[src/design/aas_pkg.sv]
// Types and codes for the apnea alarm supervisor.
package aas_pkg;

	// Alarm state machine, one-hot
	typedef enum logic [4:0] {
		ALM_FALSE     = 5'b00001,
		ALM_DETECTED  = 5'b00010,
		ALM_TRUE      = 5'b00100,
		ALM_DISPLAYED = 5'b01000,
		ALM_CANCELED  = 5'b10000
	} alarm_fsm_t;

	// Alarm state codes as seen on the result port
	localparam logic [2:0] CODE_FALSE     = 3'd0;
	localparam logic [2:0] CODE_DETECTED  = 3'd1;
	localparam logic [2:0] CODE_TRUE      = 3'd2;
	localparam logic [2:0] CODE_DISPLAYED = 3'd3;
	localparam logic [2:0] CODE_CANCELED  = 3'd4;

	// Breath phase codes
	localparam logic [2:0] PH_DISABLED   = 3'd0;
	localparam logic [2:0] PH_EXHALATION = 3'd1;
	localparam logic [2:0] PH_TRIGGERED  = 3'd2;
	localparam logic [2:0] PH_CONTROLLED = 3'd3;

	// Event codes
	localparam logic [1:0] EV_NONE  = 2'd0;
	localparam logic [1:0] EV_RAISE = 2'd1;
	localparam logic [1:0] EV_END   = 2'd2;

	// Configuration register indexes
	localparam logic CFG_APNEA_DELAY  = 1'b0;
	localparam logic CFG_CLEAR_CYCLES = 1'b1;

	localparam logic [15:0] APNEA_DELAY_RST  = 16'd20000;
	localparam logic [7:0]  CLEAR_CYCLES_RST = 8'd3;
	localparam logic [7:0]  BREATH_CNT_MAX   = 8'd255;

	function automatic logic [2:0] encode_state(alarm_fsm_t st);
		logic [2:0] code;
		case (st)
			ALM_FALSE:     code = CODE_FALSE;
			ALM_DETECTED:  code = CODE_DETECTED;
			ALM_TRUE:      code = CODE_TRUE;
			ALM_DISPLAYED: code = CODE_DISPLAYED;
			ALM_CANCELED:  code = CODE_CANCELED;
			default:       code = CODE_FALSE;
		endcase
		return code;
	endfunction

endpackage

[src/design/apnea_alarm_supervisor_top.sv]
// Apnea alarm supervisor: alarm state machine, apnea countdown and breath counting.
//
// Usage:
//   One request on the req channel is one supervision period: breath phase,
//   timer tick, cancel key, uncancel command, CPAP mode and display acknowledge.
//   Each request gives exactly one response on the rsp channel: the alarm state
//   after the update, the priority bit and an event (none, raise, end).
//   Both channels use valid/ready; a transfer happens when both are high.
//   Configuration (apnea_delay at index 0, clear_cycles at index 1) is written via
//   cfg_we/cfg_index/cfg_data, no wait; the user must write only while idle (unenforced).
// Timing:
//   The request is registered; the state update runs combinationally from that register
//   into the response register. One request per cycle is sustained while rsp_ready
//   stays high; the state update loop sets that rate.
// Reset:
//   arst_n clears the alarm to the false state, countdown, previous phase,
//   breath count and priority to zero, apnea_delay to 20000, clear_cycles to 3.
// Stall:
//   When rsp_ready is low the response register holds; one more request waits
//   in the input register, then req_ready drops until the response is taken.
module apnea_alarm_supervisor_top
	import aas_pkg::*;
(
	input  logic        clk,
	input  logic        arst_n,
	// configuration
	input  logic        cfg_we,
	input  logic        cfg_index,
	input  logic [15:0] cfg_data,
	// request channel
	input  logic        req_valid,
	output logic        req_ready,
	input  logic [2:0]  breath_phase,
	input  logic        tick,
	input  logic        cancel_key,
	input  logic        uncancel_cmd,
	input  logic        cpap_mode,
	input  logic        hmi_displayed,
	// response channel
	output logic        rsp_valid,
	input  logic        rsp_ready,
	output logic [2:0]  alarm_state,
	output logic        priority_bit,
	output logic [1:0]  alarm_event
);

	// configuration registers
	logic [15:0] apnea_delay_q;
	logic [7:0]  clear_cycles_q;

	// supervision state
	alarm_fsm_t  status_q;
	logic [15:0] countdown_q;
	logic [2:0]  prev_phase_q;
	logic [7:0]  breath_cnt_q;
	logic        prio_q;

	// input register
	logic        valid_s1;
	logic [2:0]  phase_s1;
	logic        tick_s1;
	logic        cancel_s1;
	logic        uncancel_s1;
	logic        cpap_s1;
	logic        shown_s1;

	// result register
	logic        valid_s2;
	logic [2:0]  state_s2;
	logic        prio_s2;
	logic [1:0]  event_s2;

	logic        adv_s2;
	logic        adv_s1;

	// next-state logic
	alarm_fsm_t  status_d;
	logic [15:0] countdown_d;
	logic [7:0]  breath_cnt_d;
	logic        prio_d;
	logic [1:0]  event_d;
	logic [15:0] cd_ticked;
	logic        after_exh;
	logic        trig_breath;
	logic        ctrl_breath;
	logic [7:0]  cnt_brt;
	logic [15:0] cd_brt;
	logic        alarm_end;

	assign adv_s2    = valid_s1 && (!valid_s2 || rsp_ready);
	assign adv_s1    = req_valid && req_ready;
	assign req_ready = !valid_s1 || adv_s2;

	always_ff @(posedge clk or negedge arst_n) begin
		if (!arst_n) begin
			apnea_delay_q  <= APNEA_DELAY_RST;
			clear_cycles_q <= CLEAR_CYCLES_RST;
		end else if (cfg_we) begin
			case (cfg_index)
				CFG_APNEA_DELAY:  apnea_delay_q  <= cfg_data;
				CFG_CLEAR_CYCLES: clear_cycles_q <= cfg_data[7:0];
				default:          ;
			endcase
		end
	end

	always_ff @(posedge clk or negedge arst_n) begin
		if (!arst_n) begin
			valid_s1 <= 1'b0;
		end else if (req_ready) begin
			valid_s1 <= req_valid;
		end
	end

	always_ff @(posedge clk) begin
		if (adv_s1) begin
			phase_s1    <= breath_phase;
			tick_s1     <= tick;
			cancel_s1   <= cancel_key;
			uncancel_s1 <= uncancel_cmd;
			cpap_s1     <= cpap_mode;
			shown_s1    <= hmi_displayed;
		end
	end

	// tick first, saturating at zero
	assign cd_ticked = (tick_s1 && (countdown_q != '0)) ? (countdown_q - 16'd1) : countdown_q;

	assign after_exh   = (prev_phase_q == PH_EXHALATION);
	assign trig_breath = after_exh && (phase_s1 == PH_TRIGGERED);
	assign ctrl_breath = after_exh && (phase_s1 == PH_CONTROLLED);

	// breath counting shared by displayed and canceled
	always_comb begin
		cnt_brt = breath_cnt_q;
		cd_brt  = cd_ticked;
		if (trig_breath) begin
			cd_brt = apnea_delay_q;
			if (breath_cnt_q != BREATH_CNT_MAX)
				cnt_brt = breath_cnt_q + 8'd1;
		end else if (ctrl_breath) begin
			cnt_brt = '0;
		end
	end

	assign alarm_end = (cnt_brt >= clear_cycles_q);

	always_comb begin
		status_d     = status_q;
		countdown_d  = cd_ticked;
		breath_cnt_d = breath_cnt_q;
		prio_d       = prio_q;
		event_d      = EV_NONE;
		case (status_q)
			ALM_DETECTED: begin
				if (cd_ticked == '0) begin
					status_d = ALM_TRUE;
					event_d  = EV_RAISE;
					prio_d   = 1'b1;
				end else if (trig_breath) begin
					status_d     = ALM_FALSE;
					breath_cnt_d = '0;
				end
			end
			ALM_TRUE: begin
				if (shown_s1)
					status_d = ALM_DISPLAYED;
			end
			ALM_DISPLAYED, ALM_CANCELED: begin
				countdown_d  = cd_brt;
				breath_cnt_d = cnt_brt;
				if (alarm_end) begin
					status_d     = ALM_FALSE;
					breath_cnt_d = '0;
					prio_d       = 1'b0;
					event_d      = EV_END;
				end else if (status_q == ALM_DISPLAYED) begin
					if (cancel_s1 && !cpap_s1) begin
						status_d = ALM_CANCELED;
						prio_d   = 1'b0;
					end
				end else if (uncancel_s1) begin
					status_d = ALM_TRUE;
					prio_d   = 1'b1;
				end
			end
			default: begin
				countdown_d = apnea_delay_q;
				status_d    = ALM_DETECTED;
			end
		endcase
	end

	always_ff @(posedge clk or negedge arst_n) begin
		if (!arst_n) begin
			status_q     <= ALM_FALSE;
			countdown_q  <= '0;
			prev_phase_q <= PH_DISABLED;
			breath_cnt_q <= '0;
			prio_q       <= 1'b0;
		end else if (adv_s2) begin
			status_q     <= status_d;
			countdown_q  <= countdown_d;
			prev_phase_q <= phase_s1;
			breath_cnt_q <= breath_cnt_d;
			prio_q       <= prio_d;
		end
	end

	always_ff @(posedge clk or negedge arst_n) begin
		if (!arst_n) begin
			valid_s2 <= 1'b0;
		end else if (adv_s2) begin
			valid_s2 <= 1'b1;
		end else if (rsp_ready) begin
			valid_s2 <= 1'b0;
		end
	end

	always_ff @(posedge clk) begin
		if (adv_s2) begin
			state_s2 <= encode_state(status_d);
			prio_s2  <= prio_d;
			event_s2 <= event_d;
		end
	end

	assign rsp_valid    = valid_s2;
	assign alarm_state  = state_s2;
	assign priority_bit = prio_s2;
	assign alarm_event  = event_s2;

`ifndef SYNTH
	// priority is lit exactly while the alarm is true or displayed
	a_prio_matches_state: assert property (@(posedge clk) disable iff (!arst_n)
		prio_q == ((status_q == ALM_TRUE) || (status_q == ALM_DISPLAYED)))
		else $error("priority flag out of step with alarm state");

	// a raise event reports a true alarm with priority set
	a_raise_result: assert property (@(posedge clk) disable iff (!arst_n)
		(rsp_valid && (alarm_event == EV_RAISE)) |-> ((alarm_state == CODE_TRUE) && priority_bit))
		else $error("raise event without true alarm and priority");

	// an end event reports a false alarm with priority cleared
	a_end_result: assert property (@(posedge clk) disable iff (!arst_n)
		(rsp_valid && (alarm_event == EV_END)) |-> ((alarm_state == CODE_FALSE) && !priority_bit))
		else $error("end event without cleared alarm");

	// a false alarm always rearms into detected on the next request
	a_false_rearms: assert property (@(posedge clk) disable iff (!arst_n)
		(adv_s2 && (status_q == ALM_FALSE)) |=> ((status_q == ALM_DETECTED)
			&& (countdown_q == $past(apnea_delay_q))))
		else $error("false state did not rearm countdown");
`endif

endmodule

[config.mk]
export PLATFORM = sky130hd
export DESIGN_NAME = apnea_alarm_supervisor_top
export DESIGN_NICKNAME = d
export VERILOG_FILES = /design/src/design/aas_pkg.sv /design/src/design/apnea_alarm_supervisor_top.sv
export SDC_FILE = /design/constraint.sdc
export NUM_CORES = 1
export LEC_CHECK = 0
export BUFFER_PORTS_ARGS = -buffer_cell sky130_fd_sc_hd__clkbuf_2
export CAP_MARGIN = 10
export CORE_UTILIZATION = 45
export CTS_BUF_LIST = sky130_fd_sc_hd__clkbuf_8
export DETAILED_ROUTE_END_ITERATION = 8
export PLACE_DENSITY = 0.68
export SLEW_MARGIN = 20
export SYNTH_ARGS = -nofsm -noshare
export SYNTH_HDL_FRONTEND = slang
export SYNTH_SLANG_ARGS = --single-unit
[constraint.sdc]
create_clock -name clk -period 4.45 [get_ports clk]
set_input_delay 0.2225 -clock clk [delete_from_list [all_inputs] [get_ports clk]]
set_output_delay 0.2225 -clock clk [all_outputs]
set_load 0.05 [all_outputs]
==> results of run 1 <==
[cells by family (layout without fill, tap and decap cells)]
family                   Yosys count  after routing  synth area share [%]
AND/OR/NAND/NOR                  182            182                 22.65
adder cells (fa/ha/maj)           11             11                 3.214
flip-flops                        73             73                 44.54
XOR/XNOR                           4              4                0.8182
multiplexers                      32             32                 8.299
buffers and inverters             41             77                 4.237
AO/OA/AOI/OAI                    110            110                 16.25
[cell usage in the layout (no fill, tap or decap), drive strengths merged, types with 2 or more instances in the layout]
master,instances
a22oi,2
a21oi,33
a31oi,13
and2,10
dfstp,8
nand2b,5
a211oi,3
dfrtp,51
o31ai,3
and3,16
buf,5
nor3,13
mux2,25
nand3,12
inv,22
nand2,57
or2,3
o21ai,23
clkbuf,46
o22ai,6
o21a,2
o2bb2ai,2
nor2b,4
edfxtp,14
nor4,6
mux2i,7
o211ai,2
o22a,3
xnor2,4
ha,11
nand4,8
o211a,2
nor2,35
clkinv,2
a32oi,2
or4,4
nor4b,2
nand3b,2
[flip-flops by register name (all words and copies together), names as in the netlist, 2 cells and up]
| signal | cells |
|---|---|
| phase_s1 | 3 |
| countdown_q | 16 |
| prev_phase_q | 3 |
| breath_cnt_q | 8 |
| apnea_delay_q | 16 |
| alarm_state | 3 |
| status_q | 5 |
| clear_cycles_q | 8 |
| alarm_event | 2 |
[synth_stat cells (3+ instances only)]
| cell | instances |
|---|---|
| nand2_1 | 56 |
| a21oi_1 | 33 |
| ha_1 | 11 |
| dfrtp_1 | 51 |
| nand4_1 | 7 |
| o22ai_1 | 6 |
| nor2_1 | 35 |
| a211oi_1 | 3 |
| dfstp_2 | 8 |
| nand2b_1 | 5 |
| mux2_2 | 25 |
| nor2b_1 | 4 |
| a31oi_1 | 13 |
| buf_6 | 3 |
| nor4_1 | 4 |
| xnor2_1 | 4 |
| clkbuf_1 | 16 |
| and3_1 | 15 |
| mux2i_1 | 6 |
| o31ai_1 | 3 |
| nor3_1 | 10 |
| nand3_1 | 12 |
| inv_1 | 19 |
| o21ai_0 | 22 |
| nor3_2 | 3 |
| o22a_1 | 3 |
| and2_1 | 9 |
| edfxtp_1 | 14 |
[where the power goes]
part / leakage [nW] / switching, W / total [W] / internal, W
clock: 0.101 / 0.000263 / 0.000522 / 0.000259
combinational: 1.13 / 0.000526 / 0.000862 / 0.000336
sequential: 0.832 / 0.000184 / 0.00101 / 0.000827
total: 2.06 / 0.000973 / 0.00240 / 0.00142
[path summary, 6_finish.rpt]
check	endpoint	slack, ns	start	depth (start not counted)
max	breath_cnt_q[6]	0.67	breath_cnt_q[0]	13
min	countdown_q[14]	-0.006	arst_n	2
max reg2reg	breath_cnt_q[6]	0.67	breath_cnt_q[0]	13
min reg2reg	prev_phase_q[2]	0.48	phase_s1[2]	2
max in group asynchronous	breath_cnt_q[2]	3.94	arst_n	2
min in group clk	phase_s1[1]	0.03	breath_phase[1]	1
[per-stage QoR]
stage	instances	cell area, µm²	hold WS (ns)	utilization, %	total power [W]
2_1_floorplan	453	4282	-0.07309	-	0.001671
3_3_place_gp	602	4556	0.4006	49.30	0.001847
3_5_place_dp	602	4556	0.4011	49.30	0.001877
4_1_cts	618	4750	0.01674	51.40	0.002402
5_1_grt	618	4750	0.01766	51.40	0.002554
6_report	618	4750	-0.006138	51.40	0.002395
[area by class of cell]
type	count	area [µm²]	area share (%)
Multi-Input combinational cell	339	2193	46.18
Clock buffer	9	123.9	2.608
Inverter	19	71.32	1.502
Tap cell	129	161.4	3.398
Clock inverter	7	70.07	1.475
Sequential cell	73	1907	40.15
Timing Repair Buffer	42	222.7	4.689
[routing by layer]
layer / vias to the layer above / part of all wire [%]
met3: 14 / 3.9
li1: 1717 / -
met4: 0 / 1.7
met5: - / 0
met2: 67 / 45
met1: 1700 / 50
[critical path: stages, from the launching register on]
cell,delay [ns]
dfrtp_1,0.43
ha_1,0.24
nand2_1,0.11
nor2_1,0.09
a211oi_1,0.52
mux2_2,0.42
ha_1,0.27
nand2b_1,0.14
a211o_1,0.29
a211oi_1,0.23
o21ai_0,0.27
nor2_1,0.52
nand2_1,0.12
nand2_1,0.08
==> results.ini, run 1 <==
[floorplan]
fp.dieH_um=99.55
initial_core_util_pct=46.34
num_io_pins=38
die_w_um=99.55
num_rows=35
die-area_um2=9909
core-area_um2=9240

[global_routing]
grt_util_met1_pct=30.14
overflow=0
busiest_layer=met2
grt_use_met3_pct=4.849
grt_pass1_vias=3359
grt_max_degree=60
grt_pass1_wl_um=16560
met2_usage_pct=32.91
grt_usage_pct=21.60
antenna_found_initial=0

[clock_network]
htree_levels=3
clock-root-buffer=clkbuf_8
clk_path_buf_depth=2
postCtsHoldBufs=0
cts_resized=0
cts_tree=done
clk_pin_slew_ns=0.09
cts_setup_buffers=0
clock_latency_ns=0.37
cts_num_sinks=73
cts_buffers=9

[sta]
tns_ns=0
finalHoldViolations=3
rsz0062_at_grt=false
worstMarginPinSlew_ns=0.9311
fmax_mhz=264.6
slew_violations=0
worst_slack_ns=0.6708
finClkSkew_ns=0.01649
relSlewSlack_pct=37.65
hold_ws_ns=-0.006138
setup_viol=0
fin_crit_sh_pct=84.93
min_period_ns=3.779

[job]
cap_viol_max_count=0

[logic_synthesis]
synth_seq_area_share_pct=44.54
synth_top_area_cell=dfrtp_1
ys_types=71
synth.avg_cell_area_um2=9.452
yosys-top-cells-area=dfrtp_1 30%, edfxtp_1 9.8%, mux2_2 6.6%, dfstp_2 4.9%, nand2_1 4.9%
synth_top_area_share_pct=29.81
synth_edf_count=14
syn-cell-area_um2=4282
async_reset_ff_share_pct=80.82
synthFlopType=dfrtp_1
ys_seq_elements=73
syn_inst=453
synth_nets=494
ys_warn_count=0

[final_layout]
area_growth_pct=10.93
antenna_cells_inserted=0
layout.nets=525
drive_above_1_share_pct=21.68
fillers=878

[drt]
wl_per_cell_um=15.92
drt-total-wl_um=9840
dr_total_vias=3498
drtAntennaViolNets=0
post-route-drc-count=0
vias_per_cell=5.660
first_pass_iters=4
drtIter0Drc=157

[placed_design]
hpwl_um=6937
routabilityCongestion=0.8620
place_ws_ns=0.7659
io_buffer_count=37

[worst_setup_path]
arrival_ns=4.08
cp-start-kind=flop
cp-end-kind=flop
worstPathRequired_ns=4.75
criticalPathCategory=flop to flop
crit_fanout=7

[pwr]
power.static_leakage_nw=2.062
peakVddDrop_v=0.0003019
p_per_area_nw_per_um2=504.3

[status]
violations=negative hold slack
status=finished, violations left

[hold_path]
hold_class=primary input to async pin

No activity file was read; power rests on OpenSTA's default activity.
==> run 2, diff against run 1 <==
--- a/config.mk
+++ b/config.mk
@@ -10,7 +10,7 @@
 export CORE_UTILIZATION = 45
 export CTS_BUF_LIST = sky130_fd_sc_hd__clkbuf_8
 export DETAILED_ROUTE_END_ITERATION = 8
-export PLACE_DENSITY = 0.68
+export PLACE_DENSITY = 0.7
 export SLEW_MARGIN = 20
 export SYNTH_ARGS = -nofsm -noshare
 export SYNTH_HDL_FRONTEND = slang
==> constraint.sdc (replaced) <==
create_clock -name clk -period 3.2 [get_ports clk]
set_input_delay 0.16 -clock clk [delete_from_list [all_inputs] [get_ports clk]]
set_output_delay 0.16 -clock clk [all_outputs]
set_load 0.05 [all_outputs]
==> run 2 against run 1 <==
Against the previous run: the run now ends clean; sequential power is 37% higher; sequential share of layout area is 2.1 points lower; count of clock-buffer cells in the layout stayed put; non-clock buffer count is 29 higher; highest routed layer unchanged; combinational power is 52% higher; cell area is 5.6% higher; worst hold slack better by 0.021 ns.
==> results.ini, run 2 (synthesis results as in run 1) <==
[status]
status=finished clean

[placed_design]
place_ws_ns=0.03003  ; -0.7358 ns
hpwl_um=7490  ; +8.0%
routabilityCongestion=0.9809  ; +14%
io_buffer_count=37  ; unchanged
placed_cell_area_um2=4703  ; +3.2%

[hold_path]
hold_depth=2
hold_class=primary input to flop
hp-start=cfg_data[13]
min_to=apnea_delay_q[13]

[worst_setup_path]
crit_chain=ha_1 > nand2_1 > nor2_1 > a211oi_2 > mux2_4 > ha_1 > nand2b_1 > a211o_1 > a211oi_2 > o21ai_1 > nor2_1 > buf_4 > nand2_1 > nand2_1
cp-start-kind=flop
worst_r2r_path_depth=14  ; +1
criticalPathCategory=flop to flop
worstPathRequired_ns=3.51  ; -1.24 ns
path_common_cell=nand2_1
path_delay_family=compound AO/OA/AOI/OAI gates
cp-end-kind=flop
arrival_ns=3.34  ; -0.74 ns
crit_slowest_cell=dfrtp_1
reg2reg_from=breath_cnt_q[0]
max_stage_delay_ns=0.39  ; -0.13 ns
r2r_slack_ns=0.16  ; -0.51 ns
critPathBufInv=1  ; +1
reg2reg_to=breath_cnt_q[5]
crit_fanout=7  ; unchanged

[sta]
hold_ws_ns=0.01502  ; +0.02116 ns
worstMarginPinSlew_ns=0.7440  ; -0.1872 ns
finClkSkew_ns=0.01033  ; -0.006165 ns
rsz0062_at_grt=true
finalHoldViolations=0  ; -3
slew_violations=0  ; unchanged
min_period_ns=3.035  ; -0.7438 ns
relSlewSlack_pct=50.40  ; +13 points
worst_slack_ns=0.1646  ; -0.5062 ns
fmax_mhz=329.4  ; +25%
setup_viol=0  ; unchanged
fin_crit_sh_pct=94.86  ; +9.9 points

[clock_network]
clock_latency_ns=0.37  ; about the same
cts_num_sinks=73  ; unchanged
cts_setup_buffers=0  ; unchanged
cts_tree=done
clock-root-buffer=clkbuf_8
htree_levels=3  ; unchanged
clk_pin_slew_ns=0.09  ; about the same
cts_buffers=9  ; unchanged
clk_path_buf_depth=2  ; unchanged

[floorplan]
num_rows=35  ; unchanged
num_io_pins=38  ; unchanged
die-area_um2=9909  ; unchanged
fp.dieH_um=99.55  ; unchanged
initial_core_util_pct=46.34  ; unchanged
die_w_um=99.55  ; unchanged
core-area_um2=9240  ; unchanged

[final_layout]
ff_latch_area_um2=1907  ; unchanged
layout.nets=554  ; +5.5%
antenna_cells_inserted=0  ; unchanged
area_growth_pct=17.18
layout_commonest_cell=nand2_1
multi_input_area_um2=2217  ; +1.1%
layout_common_cells=56 x nand2_1, 51 x dfrtp_1, 37 x clkbuf_2
reg_top3=apnea_delay_q (16), countdown_q (16)
fillers=860  ; -2.1%
drive_above_1_share_pct=24.71  ; +3.0 points
final_cell_area_um2=5017  ; +5.6%

[drt]
drt-total-wl_um=10650  ; +8.2%
first_pass_iters=5  ; +1
vias_per_cell=5.765  ; +1.9%
drtAntennaViolNets=0  ; unchanged
post-route-drc-count=0  ; unchanged
dr_total_vias=3730  ; +6.6%
drtIter0Drc=173  ; +10%
wl_per_cell_um=16.46  ; +3.4%

[global_routing]
grt_max_degree=41  ; -32%
grt_usage_pct=23.51  ; +1.9 points
grt_pass1_wl_um=17880  ; +8.0%
overflow=0  ; unchanged
antenna_found_initial=0  ; unchanged
grt_pass1_vias=3695  ; +10%

[job]
cap_viol_max_count=0  ; unchanged

[pwr]
peakVddDrop_v=0.0003543  ; +17%
power.static_leakage_nw=2.207  ; +7.1%
p_per_area_nw_per_um2=684.2  ; +36%

-- run 2: cell count changes in the layout (fill, tap and decap cells not counted), sizes merged --
cell         change
buf             +19
dlygate4sd3     +10
clkinvlp         +1
inv              -1
-- run 2: power by group --
group	switching (W)	internal (W)
sequential	0.000234	0.00115
clock	0.000377	0.000360
combinational	0.000785	0.000527
total	0.00140	0.00204
-- run 2: worst max path at each step --
| stage | startpoint | end | slack (ns) | cells after the start |
|---|---|---|---|---|
| 2_1_floorplan | breath_cnt_q[0] | breath_cnt_q[1] | 0.09 | 13 |
| 3_3_place_gp | breath_cnt_q[0] | breath_cnt_q[1] | 0.13 | 14 |
| 3_5_place_dp | breath_cnt_q[0] | breath_cnt_q[5] | 0.03 | 14 |
| 4_1_cts | breath_cnt_q[0] | prio_q | 0.05 | 13 |
| 5_1_grt | breath_cnt_q[0] | breath_cnt_q[1] | -0.02 | 15 |
| 6_report | breath_cnt_q[0] | breath_cnt_q[5] | 0.16 | 14 |
-- run 2: per-stage QoR --
step | util [%] | total power, W | setup TNS (ns) | std cells
global placement | 50.90 | 0.002621 | 0 | 621
global route | 54.30 | 0.003658 | -0.08341 | 647
CTS | 54.10 | 0.003419 | 0 | 647
floorplan | - | 0.002325 | 0 | 453
finish | 54.30 | 0.003433 | 0 | 647
detailed placement | 50.90 | 0.002670 | 0 | 621
-- run 2: final cells by class --
class                           count  area share (%)
Multi-Input combinational cell    339           44.19
Sequential cell                    73           38.01
Timing Repair Buffer               71           9.277
Clock inverter                      7           1.421
Tap cell                          129           3.217
Inverter                           19           1.421
Clock buffer                        9           2.469
-- run 2: worst register-to-register path, cell delays in order, from the launching register on --
cell      delay, ns
dfrtp_1        0.39
ha_1           0.22
nand2_1        0.12
nor2_1         0.09
a211oi_2       0.25
mux2_4         0.34
ha_1           0.26
nand2b_1       0.14
a211o_1        0.30
a211oi_2       0.22
o21ai_1        0.18
nor2_1         0.14
buf_4          0.17
nand2_1        0.07
nand2_1        0.08
-- run 2: repair_timing --
| item | 4_1_cts | 5_1_grt |
|---|---|---|
| setup endpoints to repair | 2 | 12 |
| hold buffers | 10 | 0 |
| hold endpoints to repair | 63 | 0 |
| resized for setup | 1 | 4 |
| cloned | 0 | 0 |
| pin swaps | 0 | 2 |
-- run 2: layer usage --
metal	vias up	global-route usage [%]	wire length, µm
met5	-	0	0
met4	0	9.163	231
met3	18	5.481	696
met2	140	39.32	5163
met1	1797	29.55	4557
li1	1775	-	-
==> run 3, diff against run 2 <==
--- a/config.mk
+++ b/config.mk
@@ -10,7 +10,7 @@
 export CORE_UTILIZATION = 45
 export CTS_BUF_LIST = sky130_fd_sc_hd__clkbuf_8
 export DETAILED_ROUTE_END_ITERATION = 8
-export PLACE_DENSITY = 0.7
+export PLACE_DENSITY = 0.65
 export SLEW_MARGIN = 20
 export SYNTH_ARGS = -nofsm -noshare
 export SYNTH_HDL_FRONTEND = slang
==> run 3 against run 2 <==
Against the previous run: setup slack got worse by 0.050 ns; routed wire length up 1.5%; global-route usage grew 0.15 points; utilization increased by 0.62 points; count of clock-buffer cells in the layout rose by 1.
==> results.ini, run 3 (synthesis results as in run 1) <==
[clock_network]
clk_pin_slew_ns=0.09  ; about the same
cts_tree=done
cts_num_sinks=73  ; unchanged
clk_path_buf_depth=2  ; unchanged
htree_levels=3  ; unchanged
clock_latency_ns=0.36  ; about the same
clock-root-buffer=clkbuf_8
cts_buffers=9  ; unchanged

[sta]
worstMarginPinSlew_ns=0.7303  ; -0.01370 ns
relSlewSlack_pct=51.32  ; +0.91 points
fin_crit_sh_pct=96.44  ; +1.6 points
hold_ws_ns=0.02039  ; +0.005366 ns
finClkSkew_ns=0.01402  ; +0.003698 ns
min_period_ns=3.086  ; +0.05049 ns
finalHoldViolations=0  ; unchanged
slew_violations=0  ; unchanged
setup_viol=0  ; unchanged
fmax_mhz=324.1  ; -1.6%

[worst_setup_path]
criticalPathCategory=flop to flop
max_stage_delay_ns=0.39  ; about the same
crit_chain=ha_1 > nand2_1 > nor2_1 > a211oi_2 > mux2_2 > ha_1 > nand2b_1 > a211o_1 > a211oi_2 > or2_4 > a21boi_1 > a21oi_1 > a31oi_1
critPathBufInv=0  ; -1
cp-start-kind=flop
path_delay_family=compound AO/OA/AOI/OAI gates
crit_fanout=4  ; -3
cp-end-kind=flop
arrival_ns=3.38  ; +0.04 ns
crit_slowest_cell=dfrtp_1
worstPathRequired_ns=3.49  ; -0.02 ns

[placed_design]
routabilityCongestion=0.9745  ; -0.65%
io_buffer_count=37  ; unchanged
hpwl_um=7758  ; +3.6%
place_inst=622  ; +0.16%
placed_cell_area_um2=4711  ; +0.16%

[drt]
wl_per_cell_um=16.66  ; +1.2%
drtIter0Drc=192  ; +11%
post-route-drc-count=0  ; unchanged
vias_per_cell=5.636  ; -2.2%
first_pass_iters=4  ; -1
drtAntennaViolNets=0  ; unchanged
dr_total_vias=3658  ; -1.9%
drt-total-wl_um=10810  ; +1.5%

[global_routing]
grt_max_degree=38  ; -7.3%
antenna_found_initial=0  ; unchanged
grt_pass1_wl_um=18220  ; +1.9%
grt_pass1_vias=3647  ; -1.3%
grt_usage_pct=23.66  ; +0.15 points
overflow=0  ; unchanged

[job]
cap_viol_max_count=0  ; unchanged

[final_layout]
layout_commonest_cell=nand2_1
layout.nets=556  ; +0.36%
reg_top3=apnea_delay_q (16), countdown_q (16)
antenna_cells_inserted=0  ; unchanged
fillers=838  ; -2.6%
final_cell_area_um2=5075  ; +1.1%
ff_latch_area_um2=1907  ; unchanged
area_growth_pct=18.53
fin_cells=649  ; +0.31%
drive_above_1_share_pct=25.00  ; +0.29 points
multi_input_area_um2=2210  ; -0.34%
layout_common_cells=56 x nand2_1, 51 x dfrtp_1, 37 x clkbuf_2

[floorplan]
core-area_um2=9240  ; unchanged
die-area_um2=9909  ; unchanged
initial_core_util_pct=46.34  ; unchanged
fp.dieH_um=99.55  ; unchanged
num_io_pins=38  ; unchanged
die_w_um=99.55  ; unchanged
num_rows=35  ; unchanged

[pwr]
power.static_leakage_nw=2.239  ; +1.4%
peakVddDrop_v=0.0003280  ; -7.4%
finalPower_w=0.003604  ; +5.0%
p_per_area_nw_per_um2=710.1  ; +3.8%

[hold_path]
hold_class=primary input to flop

[status]
status=finished clean

## run 3: layout make-up
| type | instances | area share (%) |
|---|---|---|
| clock inverters | 6 | 2.120 |
| flip-flops and latches | 73 | 37.57 |
| inverters | 19 | 1.405 |
| clock buffers | 10 | 2.712 |
| well taps | 129 | 3.180 |
| repair buffers | 73 | 9.467 |
| multi-input cells | 339 | 43.54 |
## run 3: metal layers
metal / global-route usage [%] / wire length [µm]
met1: 30.94 / 4928
met2: 39.90 / 5185
met3: 4.216 / 480
met4: 7.579 / 216
met5: 0 / 0
## run 3: worst register-to-register path, stage by stage, from the launching register on
cell,delay [ns]
dfrtp_1,0.39
ha_1,0.22
nand2_1,0.11
nor2_1,0.08
a211oi_2,0.22
mux2_2,0.38
ha_1,0.26
nand2b_1,0.14
a211o_1,0.29
a211oi_2,0.31
or2_4,0.20
a21boi_1,0.17
a21oi_1,0.07
a31oi_1,0.17
## run 3: final timing paths
check | startpoint | endpoint | slack (ns) | depth (start not counted)
setup / recovery | breath_cnt_q[0] | prio_q | 0.11 | 13
hold / removal | cfg_data[10] | apnea_delay_q[10] | 0.02 | 2
setup reg to reg | breath_cnt_q[0] | prio_q | 0.11 | 13
hold reg to reg | phase_s1[2] | prev_phase_q[2] | 0.47 | 2
max in group asynchronous | arst_n | apnea_delay_q[9] | 1.95 | 3
min in group asynchronous | arst_n | countdown_q[3] | 0.33 | 2
## run 3: where the power goes
part           switching [W]  total [W]  internal (W)
clock network       0.000371   0.000908      0.000537
registers           0.000223    0.00137       0.00115
logic               0.000791    0.00132      0.000531
## run 3: stage by stage
stage | utilization (%) | worst slack, ns | setup TNS, ns
finish | 54.92 | 0.1141 | 0
global route | 54.92 | -0.01045 | -0.02081
CTS | 54.72 | 0.03057 | 0
detailed placement | 50.98 | 0.08451 | 0
global placement | 50.98 | 0.1318 | 0
floorplan | - | 0.09435 | 0
## run 3: timing repair
| item | CTS | global route |
|---|---|---|
| setup endpoints to repair | 0 | 12 |
| gates resized for setup | 0 | 5 |
| hold buffers | 10 | 0 |
| hold endpoints to repair | 26 | 0 |
| buffers inserted | 0 | 1 |
